--- src/hdl/fca_pkg.sv ---
// ----------------------------------------------------------------------------
// fca_pkg
// Shared types and constants for the chain allocator: table geometry,
// operation and status codes, sequencer states and inter-module structs.
// ----------------------------------------------------------------------------
package fca_pkg;

    // Table geometry
    localparam int TABLE_ENTRIES = 256;
    localparam int IDX_W         = $clog2(TABLE_ENTRIES);
    localparam int CNT_W         = $clog2(TABLE_ENTRIES + 1);
    localparam int STEPS_W       = 8;
    localparam int CMP_W         = (CNT_W > STEPS_W) ? CNT_W : STEPS_W;

    // Link markers
    localparam logic [15:0] END_MARK  = 16'hFFFF;
    localparam logic [15:0] FREE_MARK = 16'h0000;

    typedef enum logic [2:0] {
        MODE_LOAD  = 3'd0,
        MODE_READ  = 3'd1,
        MODE_ALLOC = 3'd2,
        MODE_WALK  = 3'd3,
        MODE_FREE  = 3'd4
    } t_mode;

    typedef enum logic [2:0] {
        ST_OK      = 3'd0,
        ST_NOSPACE = 3'd1,
        ST_EARLY   = 3'd2,
        ST_BAD     = 3'd3,
        ST_LOOP    = 3'd4
    } t_status;

    typedef enum logic [3:0] {
        S_IDLE,
        S_DECODE,
        S_READ,
        S_SCAN,
        S_LINK,
        S_WALK_CHK,
        S_WALK_DATA,
        S_FREE_CHK,
        S_FREE_DATA
    } t_state;

    // Flags from the shared compare and increment unit
    typedef struct packed {
        logic             is_end;
        logic             is_free;
        logic             in_range;
        logic             below_steps;
        logic             at_limit;
        logic [CNT_W-1:0] count_inc;
    } t_flags;

    // Table port request
    typedef struct packed {
        logic             we;
        logic [IDX_W-1:0] addr;
        logic [15:0]      wdata;
    } t_mem_req;

    // One result item
    typedef struct packed {
        logic        done;
        t_status     status;
        logic [15:0] block;
        logic [15:0] value;
    } t_result;

endpackage

--- src/hdl/fca_unit.sv ---
// ----------------------------------------------------------------------------
// fca_unit
// Shared compare and increment unit: classifies a link word and advances
// whichever counter the sequencer is currently stepping.
// ----------------------------------------------------------------------------
module fca_unit (
    input  logic [15:0]                 i_word,
    input  logic [fca_pkg::CNT_W-1:0]   i_count,
    input  logic [fca_pkg::STEPS_W-1:0] i_steps,
    output fca_pkg::t_flags             o_flags
);

    // Marker and range checks on the link word.
    assign o_flags.is_end   = (i_word == fca_pkg::END_MARK);
    assign o_flags.is_free  = (i_word == fca_pkg::FREE_MARK);
    assign o_flags.in_range = ({1'b0, i_word} < 17'(fca_pkg::TABLE_ENTRIES));

    // Counter compares and the single incrementer.
    assign o_flags.below_steps = (fca_pkg::CMP_W'(i_count) < fca_pkg::CMP_W'(i_steps));
    assign o_flags.at_limit    = (i_count >= fca_pkg::CNT_W'(fca_pkg::TABLE_ENTRIES));
    assign o_flags.count_inc   = i_count + fca_pkg::CNT_W'(1);

endmodule

--- src/hdl/fca_table.sv ---
// ----------------------------------------------------------------------------
// fca_table
// Link table storage: single-port memory with a registered read.
// Contents are not initialised; every entry is undefined until written.
// ----------------------------------------------------------------------------
module fca_table (
    input  logic              i_clk,
    input  fca_pkg::t_mem_req i_req,
    output logic [15:0]       o_rdata
);

    logic [15:0] r_mem [fca_pkg::TABLE_ENTRIES];
    logic [15:0] r_rdata;

    // Write when requested; the read returns the old contents next cycle.
    always_ff @(posedge i_clk) begin
        if (i_req.we) begin
            r_mem[i_req.addr] <= i_req.wdata;
        end
        r_rdata <= r_mem[i_req.addr];
    end

    assign o_rdata = r_rdata;

endmodule

--- src/hdl/fca_ctrl.sv ---
// ----------------------------------------------------------------------------
// fca_ctrl
// Sequencer for the chain allocator. Decodes the operation, scans the
// table for a free entry, and follows or releases chains one link at a time
// using the shared compare and increment unit.
// ----------------------------------------------------------------------------
module fca_ctrl (
    input  logic                        i_clk,
    input  logic                        i_rst_n,
    input  logic                        i_accept,
    input  logic [2:0]                  i_mode,
    input  logic [15:0]                 i_block,
    input  logic [15:0]                 i_value,
    input  logic [fca_pkg::STEPS_W-1:0] i_steps,
    input  logic                        i_link_tail,
    input  logic [15:0]                 i_rdata,
    output logic                        o_busy,
    output fca_pkg::t_mem_req           o_req,
    output fca_pkg::t_result            o_res
);

    fca_pkg::t_state r_state, n_state;
    fca_pkg::t_mode  r_mode,  n_mode;
    logic [15:0]                 r_blk,   n_blk;
    logic [15:0]                 r_val,   n_val;
    logic [fca_pkg::STEPS_W-1:0] r_steps, n_steps;
    logic                        r_tail,  n_tail;
    logic                        r_link,  n_link;
    logic [15:0]                 r_cur,   n_cur;
    logic [fca_pkg::CNT_W-1:0]   r_n,     n_n;
    logic [fca_pkg::CNT_W-1:0]   r_idx,   n_idx;
    logic [fca_pkg::IDX_W-1:0]   r_chk,   n_chk;
    logic                        r_pend,  n_pend;

    logic [15:0]               unit_word;
    logic [fca_pkg::CNT_W-1:0] unit_count;
    fca_pkg::t_flags           flags;

    // The scan checks returned words and steps the scan index; everything
    // else checks the current link and steps the link counter.
    assign unit_word  = (r_state == fca_pkg::S_SCAN) ? i_rdata : r_cur;
    assign unit_count = (r_state == fca_pkg::S_SCAN) ? r_idx : r_n;

    fca_unit u_unit (
        .i_word  (unit_word),
        .i_count (unit_count),
        .i_steps (r_steps),
        .o_flags (flags)
    );

    // State register; only the state and the scan pending flag need reset.
    always_ff @(posedge i_clk) begin
        if (!i_rst_n) begin
            r_state <= fca_pkg::S_IDLE;
            r_pend  <= 1'b0;
        end else begin
            r_state <= n_state;
            r_pend  <= n_pend;
        end
    end

    // Working registers of the current item.
    always_ff @(posedge i_clk) begin
        r_mode  <= n_mode;
        r_blk   <= n_blk;
        r_val   <= n_val;
        r_steps <= n_steps;
        r_tail  <= n_tail;
        r_link  <= n_link;
        r_cur   <= n_cur;
        r_n     <= n_n;
        r_idx   <= n_idx;
        r_chk   <= n_chk;
    end

    // Next state, table requests and result.
    always_comb begin
        n_state = r_state;
        n_mode  = r_mode;
        n_blk   = r_blk;
        n_val   = r_val;
        n_steps = r_steps;
        n_tail  = r_tail;
        n_link  = r_link;
        n_cur   = r_cur;
        n_n     = r_n;
        n_idx   = r_idx;
        n_chk   = r_chk;
        n_pend  = r_pend;
        o_req   = '0;
        o_res   = '0;

        case (r_state)
            fca_pkg::S_IDLE: begin
                if (i_accept) begin
                    n_mode  = fca_pkg::t_mode'(i_mode);
                    n_blk   = i_block;
                    n_cur   = i_block;
                    n_val   = i_value;
                    n_steps = i_steps;
                    n_tail  = i_link_tail;
                    n_n     = '0;
                    n_state = fca_pkg::S_DECODE;
                end
            end

            fca_pkg::S_DECODE: begin
                n_state = fca_pkg::S_IDLE;
                case (r_mode)
                    fca_pkg::MODE_LOAD: begin
                        o_res.done  = 1'b1;
                        o_res.block = r_blk;
                        if (!flags.in_range) begin
                            o_res.status = fca_pkg::ST_BAD;
                        end else begin
                            o_req.we     = 1'b1;
                            o_req.addr   = r_cur[fca_pkg::IDX_W-1:0];
                            o_req.wdata  = r_val;
                            o_res.status = fca_pkg::ST_OK;
                            o_res.value  = r_val;
                        end
                    end
                    fca_pkg::MODE_READ: begin
                        if (!flags.in_range) begin
                            o_res.done   = 1'b1;
                            o_res.status = fca_pkg::ST_BAD;
                            o_res.block  = r_blk;
                        end else begin
                            o_req.addr = r_cur[fca_pkg::IDX_W-1:0];
                            n_state    = fca_pkg::S_READ;
                        end
                    end
                    fca_pkg::MODE_ALLOC: begin
                        if (r_tail && !flags.is_end && !flags.in_range) begin
                            o_res.done   = 1'b1;
                            o_res.status = fca_pkg::ST_BAD;
                        end else begin
                            n_link  = r_tail && !flags.is_end;
                            n_idx   = fca_pkg::CNT_W'(1);
                            n_pend  = 1'b0;
                            n_state = fca_pkg::S_SCAN;
                        end
                    end
                    fca_pkg::MODE_WALK: begin
                        n_state = fca_pkg::S_WALK_CHK;
                    end
                    fca_pkg::MODE_FREE: begin
                        n_state = fca_pkg::S_FREE_CHK;
                    end
                    default: begin
                        // Unused operation codes change nothing.
                        o_res.done = 1'b1;
                    end
                endcase
            end

            fca_pkg::S_READ: begin
                o_res.done   = 1'b1;
                o_res.status = fca_pkg::ST_OK;
                o_res.block  = r_blk;
                o_res.value  = i_rdata;
                n_state      = fca_pkg::S_IDLE;
            end

            // One read issued per cycle, checked in the next cycle.
            fca_pkg::S_SCAN: begin
                if (r_pend && flags.is_free) begin
                    o_req.we    = 1'b1;
                    o_req.addr  = r_chk;
                    o_req.wdata = fca_pkg::END_MARK;
                    n_pend      = 1'b0;
                    if (r_link) begin
                        n_state = fca_pkg::S_LINK;
                    end else begin
                        o_res.done   = 1'b1;
                        o_res.status = fca_pkg::ST_OK;
                        o_res.block  = 16'(r_chk);
                        n_state      = fca_pkg::S_IDLE;
                    end
                end else if (r_idx == fca_pkg::CNT_W'(fca_pkg::TABLE_ENTRIES)) begin
                    o_res.done   = 1'b1;
                    o_res.status = fca_pkg::ST_NOSPACE;
                    n_pend       = 1'b0;
                    n_state      = fca_pkg::S_IDLE;
                end else begin
                    o_req.addr = r_idx[fca_pkg::IDX_W-1:0];
                    n_chk      = r_idx[fca_pkg::IDX_W-1:0];
                    n_pend     = 1'b1;
                    n_idx      = flags.count_inc;
                end
            end

            // The tail link goes in after the claim, so a free tail that
            // was itself taken ends up pointing to itself.
            fca_pkg::S_LINK: begin
                o_req.we     = 1'b1;
                o_req.addr   = r_blk[fca_pkg::IDX_W-1:0];
                o_req.wdata  = 16'(r_chk);
                o_res.done   = 1'b1;
                o_res.status = fca_pkg::ST_OK;
                o_res.block  = 16'(r_chk);
                n_state      = fca_pkg::S_IDLE;
            end

            fca_pkg::S_WALK_CHK: begin
                o_res.block = r_cur;
                o_res.value = 16'(r_n);
                if (flags.is_end) begin
                    o_res.done   = 1'b1;
                    o_res.status = flags.below_steps ? fca_pkg::ST_EARLY : fca_pkg::ST_OK;
                    n_state      = fca_pkg::S_IDLE;
                end else if (!flags.in_range) begin
                    o_res.done   = 1'b1;
                    o_res.status = fca_pkg::ST_BAD;
                    n_state      = fca_pkg::S_IDLE;
                end else if (!flags.below_steps) begin
                    o_res.done   = 1'b1;
                    o_res.status = fca_pkg::ST_OK;
                    n_state      = fca_pkg::S_IDLE;
                end else if (flags.at_limit) begin
                    o_res.done   = 1'b1;
                    o_res.status = fca_pkg::ST_LOOP;
                    n_state      = fca_pkg::S_IDLE;
                end else begin
                    o_req.addr = r_cur[fca_pkg::IDX_W-1:0];
                    n_state    = fca_pkg::S_WALK_DATA;
                end
            end

            fca_pkg::S_WALK_DATA: begin
                n_cur   = i_rdata;
                n_n     = flags.count_inc;
                n_state = fca_pkg::S_WALK_CHK;
            end

            fca_pkg::S_FREE_CHK: begin
                o_res.block = r_cur;
                o_res.value = 16'(r_n);
                if (flags.is_end || flags.is_free) begin
                    o_res.done   = 1'b1;
                    o_res.status = fca_pkg::ST_OK;
                    n_state      = fca_pkg::S_IDLE;
                end else if (!flags.in_range) begin
                    o_res.done   = 1'b1;
                    o_res.status = fca_pkg::ST_BAD;
                    n_state      = fca_pkg::S_IDLE;
                end else if (flags.at_limit) begin
                    o_res.done   = 1'b1;
                    o_res.status = fca_pkg::ST_LOOP;
                    n_state      = fca_pkg::S_IDLE;
                end else begin
                    o_req.addr = r_cur[fca_pkg::IDX_W-1:0];
                    n_state    = fca_pkg::S_FREE_DATA;
                end
            end

            // Release the entry just read and move on to its successor.
            fca_pkg::S_FREE_DATA: begin
                o_req.we    = 1'b1;
                o_req.addr  = r_cur[fca_pkg::IDX_W-1:0];
                o_req.wdata = fca_pkg::FREE_MARK;
                n_cur       = i_rdata;
                n_n         = flags.count_inc;
                n_state     = fca_pkg::S_FREE_CHK;
            end

            default: begin
                n_state = fca_pkg::S_IDLE;
            end
        endcase
    end

    assign o_busy = (r_state != fca_pkg::S_IDLE);

endmodule

--- src/hdl/fat_chain_allocator.sv ---
// ----------------------------------------------------------------------------
// fat_chain_allocator
// File allocation table of 16-bit next-block links with load, read,
// allocate, chain walk and chain free operations.
// ----------------------------------------------------------------------------
// Allocation scans the table from index 1, one table read per cycle, up to
// the first free entry and then links the tail when one is given; walk and
// free cost a read and a check for each link they follow.
// One item at a time: busy is high from accept until the result strobe.
// Synchronous reset clears the sequencer and the result strobe register;
// table contents stay undefined.
module fat_chain_allocator (
    input  logic                        i_clk,
    input  logic                        i_rst_n,
    input  logic                        start,
    output logic                        busy,
    input  logic [2:0]                  i_mode,
    input  logic [15:0]                 i_block,
    input  logic [15:0]                 i_value,
    input  logic [fca_pkg::STEPS_W-1:0] i_steps,
    input  logic                        i_link_tail,
    output logic                        o_done,
    output logic [2:0]                  o_status,
    output logic [15:0]                 o_block_out,
    output logic [15:0]                 o_value_out
);

    fca_pkg::t_mem_req req;
    fca_pkg::t_result  res;
    logic [15:0]       rdata;
    logic              ctrl_busy;

    logic        r_done;
    logic [2:0]  r_status;
    logic [15:0] r_block_out;
    logic [15:0] r_value_out;

    fca_ctrl u_ctrl (
        .i_clk       (i_clk),
        .i_rst_n     (i_rst_n),
        .i_accept    (start && !ctrl_busy),
        .i_mode      (i_mode),
        .i_block     (i_block),
        .i_value     (i_value),
        .i_steps     (i_steps),
        .i_link_tail (i_link_tail),
        .i_rdata     (rdata),
        .o_busy      (ctrl_busy),
        .o_req       (req),
        .o_res       (res)
    );

    fca_table u_table (
        .i_clk   (i_clk),
        .i_req   (req),
        .o_rdata (rdata)
    );

    // Result register: the strobe lasts exactly one cycle.
    always_ff @(posedge i_clk) begin
        if (!i_rst_n) begin
            r_done <= 1'b0;
        end else begin
            r_done <= res.done;
        end
    end

    always_ff @(posedge i_clk) begin
        if (res.done) begin
            r_status    <= 3'(res.status);
            r_block_out <= res.block;
            r_value_out <= res.value;
        end
    end

    assign busy        = ctrl_busy;
    assign o_done      = r_done;
    assign o_status    = r_status;
    assign o_block_out = r_block_out;
    assign o_value_out = r_value_out;

endmodule

--- config.mk ---
export PLATFORM = sky130hd
export DESIGN_NAME = fat_chain_allocator
export DESIGN_NICKNAME = d
export VERILOG_FILES = /design/src/hdl/fca_pkg.sv /design/src/hdl/fca_unit.sv /design/src/hdl/fca_table.sv /design/src/hdl/fca_ctrl.sv /design/src/hdl/fat_chain_allocator.sv
export SDC_FILE = /design/constraint.sdc
export NUM_CORES = 2
export LEC_CHECK = 0
export BUFFER_PORTS_ARGS = -buffer_cell sky130_fd_sc_hd__buf_2
export CAP_MARGIN = 30
export CELL_PAD_IN_SITES_DETAIL_PLACEMENT = 1
export CELL_PAD_IN_SITES_GLOBAL_PLACEMENT = 2
export CORE_UTILIZATION = 48
export DETAILED_ROUTE_END_ITERATION = 12
export HOLD_SLACK_MARGIN = 0.15
export PLACE_DENSITY = 0.83
export SYNTH_ARGS = -nofsm -noshare
export SYNTH_HDL_FRONTEND = slang
export SYNTH_SLANG_ARGS = --single-unit
--- constraint.sdc ---
create_clock -name i_clk -period 8.15 [get_ports i_clk]
set_input_delay 0.4075 -clock i_clk [delete_from_list [all_inputs] [get_ports i_clk]]
set_output_delay 0.4075 -clock i_clk [all_outputs]
set_load 0.05 [all_outputs]
# Yosys cells after proc, flatten, opt, wreduce, memory -nomap -nowiden
# Memories as Yosys holds them, arrays and structs flattened. A register that Yosys moved wholly into a read port is not among the register bits.
# Cells that the tools add are included.
dict set report op_classes {
  n_lt_le_gt_ge 3
  bitwise_logic 3
  div_mod_pow 0
  add_sub_neg 1
  mul 0
  eq_ne 20
  muxes 72
  n_shift 0
  n_reduce_logical 25
}
# cell n
set op_table {}
lappend op_table {{$pmux 20 s6} 1}
lappend op_table {{$mux 16} 7}
lappend op_table {{$pmux 16 s3} 2}
lappend op_table {{$mux 8} 9}
lappend op_table {{$mux 4} 17}
lappend op_table {{$pmux 16 s2} 2}
lappend op_table {{$mux 9} 6}
lappend op_table {{$pmux 8 s6} 1}
lappend op_table {{$mux 20} 2}
lappend op_table {{$pmux 9 s2} 2}
lappend op_table {{$pmux 4 s7} 1}
lappend op_table {{$mux 25} 1}
lappend op_table {{$eq 16x16->1 const B} 1}
lappend op_table {{$eq 4x3->1 const B} 4}
lappend op_table {{$logic_not 16->1} 1}
lappend op_table {{$lt 16x9->1 const B} 1}
lappend op_table {{$pmux 4 s4} 1}
lappend op_table {{$pmux 8 s2} 1}
lappend op_table {{$add 9x1->9 const B} 1}
lappend op_table {{$eq 9x9->1 const B} 1}
lappend op_table {{$ge 9x9->1 const B} 1}
lappend op_table {{$lt 9x8->1} 1}
lappend op_table {{$mux 3} 3}
lappend op_table {{$pmux 3 s3} 1}
lappend op_table {{25 further kinds} 56}
dict set report word_totals {
  wordCells 141
  romBits 0
  regBits 128
  memories 1
  input_bits 47
  mem_bits_rw 4096
  latch_bits 0
  out_inout_bits 37
}
# name depth width read_ports rd_clocked_by_memory_dff wr line_no
set mem_list {}
lappend mem_list {u_table.r_mem 256 16 1 1 1 fca_table.sv:12} ;# logic [15:0] r_mem [fca_pkg::TABLE_ENTRIES];

# Logic depth before layout (Yosys ltp)
dict set report depth {
  depth_word 9
  depth_mapped 25
  ltp_nobuf 15
}

# Hierarchy
# A second synthesis with hierarchy kept.
dict set report unflattened {
  cells_unflattened 7190
  hier_area_um2 161670.1
}
# mod area_each_um2 cells_each seq_area_each_um2 n_inst
set by_module_without_submodules {}
lappend by_module_without_submodules {fca_table 155399.0 6727 123318.3 1}
lappend by_module_without_submodules {fca_ctrl 4770.8 366 2712.6 1}
lappend by_module_without_submodules {fat_chain_allocator 1091.0 38 1071.0 1}
lappend by_module_without_submodules {fca_unit 409.1 59 0.0 1}

# Worst setup path after synthesis
# OpenSTA, ideal clock, no wires.
dict set report synth_timing {
  kind {reg-to-reg}
  from {register u_ctrl.r_cur[11]}
  to {memory u_table.r_mem[0][0], data pin}
  required_time_ns 7.285
  setup_slack_ns 1.902
  t_arrival_ns 5.383
  synth_period_minus_slack_ns 6.248
  stages_incl_launch_ff 8
  setup_ns 0.865
  n_path_buf 2
  path_cell_list {edfxtp_1 or4_1 or3_1 buf_2 a21o_1 nor2_1 clkbuf_1 a221o_1}
}
# item line_no
set synth_lines {}
lappend synth_lines {{from (decl)} fca_ctrl.sv:29} ;# logic [15:0] r_cur, n_cur;
lappend synth_lines {{from (signal assigned)} fca_ctrl.sv:70} ;# r_cur <= n_cur;
lappend synth_lines {{to (decl)} fca_table.sv:12}

# Worst setup path after layout
dict set report layout_timing {
  from {register u_ctrl.r_state[1]}
  to {memory u_table.r_mem[174][9], enable pin}
}
dict set report layout_via {
  elab_chain_len 8
  word_cells_on_any_way 32
  cone_classes {3 x order compare; 7 x eq/ne; 18 x mux; 4 x reduce/logical}
}
# item line_no
set layout_lines {}
lappend layout_lines {{from (decl)} fca_ctrl.sv:22} ;# fca_pkg::t_state r_state, n_state;
lappend layout_lines {{from (signal assigned)} fca_ctrl.sv:54} ;# r_state <= fca_pkg::S_IDLE;
lappend layout_lines {{from (signal assigned)} fca_ctrl.sv:57} ;# r_state <= n_state;
lappend layout_lines {{$eq 4x2->1} {fca_ctrl.sv:41, fca_ctrl.sv:42, fca_ctrl.sv:93}}
lappend layout_lines {{$mux 16 or $mux 9 (tied branches)} {fca_ctrl.sv:41, fca_ctrl.sv:42}}
lappend layout_lines {{$lt 16x9->1 (tied with other cells)} fca_unit.sv:16} ;# assign o_flags.in_range = ({1'b0, i_word} < 17'(fca_pkg::TABLE_ENTRIES));
lappend layout_lines {{$mux 25 (tied with other cells)} fca_ctrl.sv:113} ;# if (!flags.in_range) begin
lappend layout_lines {{$mux 1 (tied with other cells)} fca_ctrl.sv:109} ;# case (r_mode)
lappend layout_lines {{$pmux 1 s3 or $mux 8 (tied branches)} {fca_ctrl.sv:93, fca_ctrl.sv:212}}
lappend layout_lines {{$mux 1 or $mux 8 (tied branches)} {fca_table.sv:17, fca_ctrl.sv:208}}
lappend layout_lines {{$mux 1 (not written as such) or $pmux 8 s6 (tied branches)} {fca_table.sv:18, fca_ctrl.sv:93}}
# Parallel ways exist; a longest one is shown, timed or not.

==> flow_summary_export.csv <==
group,metric,value,unit
run_status,outcome,"finished, violations left",
run_status,violations,"max-slew violations",
power_and_ir_drop,p_leak,0.0529,uW
finish,final_layout_size_suffix_gt1_share,13.5,%
routing,drt_pass1_iterations,13,
clocking,clk_latency,1.01,ns
finish,multi_input_area,29300,um2
clocking,cts_tree,"done",
routing,wire_per_inst,36.9,um
die,ios,84,
timing,finalSetupTns,0,ns
placed_design,place_hpwl,310000,um
synth,ys_ff_latch,4240,
clocking,cts_inserted_buffers,425,
clocking,numClockSinks,4240,
timing,slew_violations,56,
timing,rsz0062_at_grt,"false",
power_and_ir_drop,pwr-share-comb,2.5,%
clocking,cts_setup_buffers,0,
setup_path,cpMaxStageDelayCell,"nor2_1",
setup_path,slowest_delay,0.98,ns
routing,vias,104834,
placed_design,io_buffers,83,
routing,drc,0,
setup_path,crit_family,"simple AND/OR/NAND/NOR gates",
setup_path,startpoint,"u_ctrl.r_state[1]",
setup_path,end_kind,"flip-flop",
job,cap_violations,0,
grt,grt_use_total,32.1,%
setup_path,start_kind,"flip-flop",
power_and_ir_drop,p_int,35100,uW
clocking,cts_root_buf,"clkbuf_16",
synth,synth_area_leaders,"edfxtp_1 (80%), a222oi_1 (3.5%), nand3_1 (3.0%)",
grt,grt_pass1_vias,106984,
timing,hold_slack,0.267,ns
synth,postSynth.asyncResetShare,0,%
synth,synth_top_area_share,79.5,%
die,die_area,334000,um2
timing,hold_viol,0,
clocking,cts.repair.resized,0,
routing,routed_wl,548000,um
synth,synth_area_per_cell,16.4,um2
setup_path,cp_num_buf_inv,3,
routing,drtIter0Drc,18557,
die,initial_core_util,48.2,%
clocking,h-tree-depth,5,
hold_path,worstHoldPathType,"in -> reg",
synth,synth_top_cell_by_area,"edfxtp_1",
timing,finalCriticalPeriod,7.94,ns
setup_path,critPathMaxFanout,18,
grt,grt_max_degree,201,
finish,area_growth,14.8,%
routing,avgViaCountPerCell,7.05,
setup_path,worstSetupPathType,"reg -> reg",
timing,max_clock_freq,0.126,GHz
grt,grt_pass1_wl,776000,um
setup_path,cp-endpoint,"u_table.r_mem[174][9]",
synth,synth_cell_type_count,80,
power_and_ir_drop,p_sw,9360,uW
synth,netlist_area,159000,um2
die,die_h,578,um
setup_path,worstReg2RegEnd,"u_table.r_mem[174][9]",
power_and_ir_drop,p_sw_share,21.1,%
finish,final_nets,10201,
power_and_ir_drop,power.ir.vdd_worst,0.223,mV
grt,antenna_found_initial,33,
setup_path,crit_chain,"and4bb_1 > buf_4 > mux2i_1 > inv_1 > ha_1 > and3_1 > o2111a_1 > a2111oi_2 > nor4_1 > nor2_1 > a21oi_1 > a21boi_4 > nand2_1 > nor2_1 > buf_4",
die,core_area,330000,um2
placed_design,place_congestion,0.906,
synth,synth_edf_count,4218,
power_and_ir_drop,pwr-share-clk,43.9,%
power_and_ir_drop,p_per_area,243,nW/um2
setup_path,r2r_setup_slack,0.21,ns
setup_path,rr_startpoint,"u_ctrl.r_state[1]",
synth,ys.flop_type,"edfxtp_1",
timing,skew,0.0723,ns
timing,setup_viol_count_final,0,
synth,ys_warn_count,0,
die,die_w,578,um
synth,yosysSeqAreaShare,79.8,%
timing,slew_headroom,-6.13,%
synth,syn_inst,9694,
timing,worstMarginPinSlew,1.59,ns
clocking,clockBufferDepth,4,
setup_path,r2r_cells,15,
setup_path,crit_cells,15,
grt,gr-total-overflow,0,
setup_path,worstPathRequired,8.81,ns
synth,syn-num-nets,9749,
clocking,cts.clk_slew.worst_paths,0.06,ns
finish,num-fill-cells,29954,
power_and_ir_drop,seqPwrFrac,53.6,%
die,row_count,211,
setup_path,critPathArrivalTime,8.60,ns
finish,seq_area,127000,um2
timing,fin_crit_sh,97.4,%
routing,ant_nets,0,
-- flip-flops by register name, indices dropped and copies added (netlist names) --
| register | flops |
|---|---|
| o_block_out | 16 |
| o_done | 1 |
| o_status | 3 |
| o_value_out | 16 |
| u_ctrl.r_blk | 16 |
| u_ctrl.r_chk | 8 |
| u_ctrl.r_cur | 16 |
| u_ctrl.r_idx | 9 |
| u_ctrl.r_link | 1 |
| u_ctrl.r_mode | 3 |
| u_ctrl.r_n | 9 |
| u_ctrl.r_pend | 1 |
| u_ctrl.r_state | 4 |
| u_ctrl.r_steps | 8 |
| u_ctrl.r_tail | 1 |
| u_ctrl.r_val | 16 |
| u_table.o_rdata | 16 |
| u_table.r_mem | 4096 |
-- cells in the mapped netlist, types with 9 or more instances --
master,n
a21o_1,70
a21oi_1,508
a222oi_1,564
a22o_1,15
a22oi_1,13
a31oi_1,479
a32oi_1,473
a41oi_1,31
and3_1,10
buf_1,120
buf_2,151
clkbuf_1,534
dfxtp_1,22
edfxtp_1,4218
inv_1,36
mux2i_1,13
nand2_1,680
nand3_1,964
nand4_1,26
nor2_1,297
nor3_1,11
nor4_1,103
o21ai_0,29
o22ai_1,44
o41ai_1,139
or4_1,16
xnor2_1,9
-- cells by family (layout without fill, tap and decap cells) --
kind of cell    Yosys count  count (layout)  share of synthesized area (%)
flops                  4240            4240                           79.8
compound gates         2426            2426                           11.6
simple gates           2149            2149                           6.19
buf+inv                 847            1652                           2.13
mux                      14              14                         0.0888
xor+xnor                 10              10                         0.0550
fa+ha+maj                 8               8                         0.0629
other cells               0              15                              0
-- cells in the final DEF, fill, tap and decap left out, types with 88 or more instances in the layout --
cell type | Yosys | layout
clkinv_1 | 0 | 116
nor2_1 | 297 | 273
clkbuf_1 | 534 | 88
a21oi_1 | 508 | 508
a32oi_1 | 473 | 473
a222oi_1 | 564 | 564
edfxtp_1 | 4218 | 4218
a31oi_1 | 479 | 478
nor4_1 | 103 | 98
dlygate4sd3_1 | 0 | 90
buf_4 | 4 | 548
clkbuf_16 | 0 | 430
o41ai_1 | 139 | 131
nand3_1 | 964 | 960
buf_2 | 151 | 110
nand2_1 | 680 | 660
-- power by group through the flow --
stage	registers [uW]	logic [uW]	clock network [uW]
6_report	23800	1120	19500
4_1_cts	23800	1080	19600
3_5_place_dp	24300	1040	0
2_1_floorplan	24300	511	0
3_3_place_gp	24300	997	0
5_1_grt	23800	1150	20200
-- per-layer routing --
metal  wire length, um  GRT usage (%)  vias up
met5               143              0        -
met4             33500           17.7       22
met3             60400           6.36     1534
met2            259000           51.6     7834
met1            195000           41.1    54105
li1                  -              -    41339
-- through the flow --
| step | setup slack (ns) | instances | utilization [%] | power (uW) | instance area, um2 |
|---|---|---|---|---|---|
| CTS | 0.475 | 14852 | 55.3 | 44400 | 183000 |
| global placement | 0.512 | 13941 | 50.8 | 25200 | 168000 |
| detailed placement | 0.536 | 13982 | 50.9 | 25300 | 168000 |
| global route | 0.171 | 14870 | 55.4 | 45200 | 183000 |
| floorplan | 1.90 | 9694 | - | 24800 | 159000 |
| finish | 0.210 | 14880 | 55.4 | 44400 | 183000 |
-- worst min-delay path: cells and delay by family --
kind | cells | cell delay (ns)
buffers and inverters | 2 | 0.64
and+or+nand+nor | 2 | 0.11
-- repair_timing --
action                     4_1_cts  5_1_grt
setup endpoints to repair        0        0
hold buffers                    90        0
hold endpoints to repair        66        0
-- layout make-up --
class | count | share of cell area (%)
Sequential cell | 4240 | 69.5
Multi-Input combinational cell | 4607 | 16.0
Clock buffer | 520 | 6.08
Timing Repair Buffer | 836 | 3.97
Tap cell | 4366 | 2.99
Clock inverter | 260 | 1.35
Inverter | 36 | 0.0739
Antenna cell | 15 | 0.0205
-- how the worst min path moves through the flow --
| stage | end | cells after the start | from | slack (ns) |
|---|---|---|---|---|
| 2_1_floorplan | u_ctrl.r_chk[1] | 0 | u_ctrl.r_idx[1] | 0.45 |
| 3_3_place_gp | u_ctrl.r_chk[1] | 0 | u_ctrl.r_idx[1] | 0.48 |
| 3_5_place_dp | u_ctrl.r_chk[1] | 0 | u_ctrl.r_idx[1] | 0.49 |
| 4_1_cts | u_ctrl.r_cur[14] | 4 | i_block[14] | 0.20 |
| 5_1_grt | u_ctrl.r_cur[14] | 4 | i_block[14] | 0.25 |
| 6_report | u_ctrl.r_cur[1] | 4 | i_block[1] | 0.27 |
No activity file was read; power rests on OpenSTA's default activity.
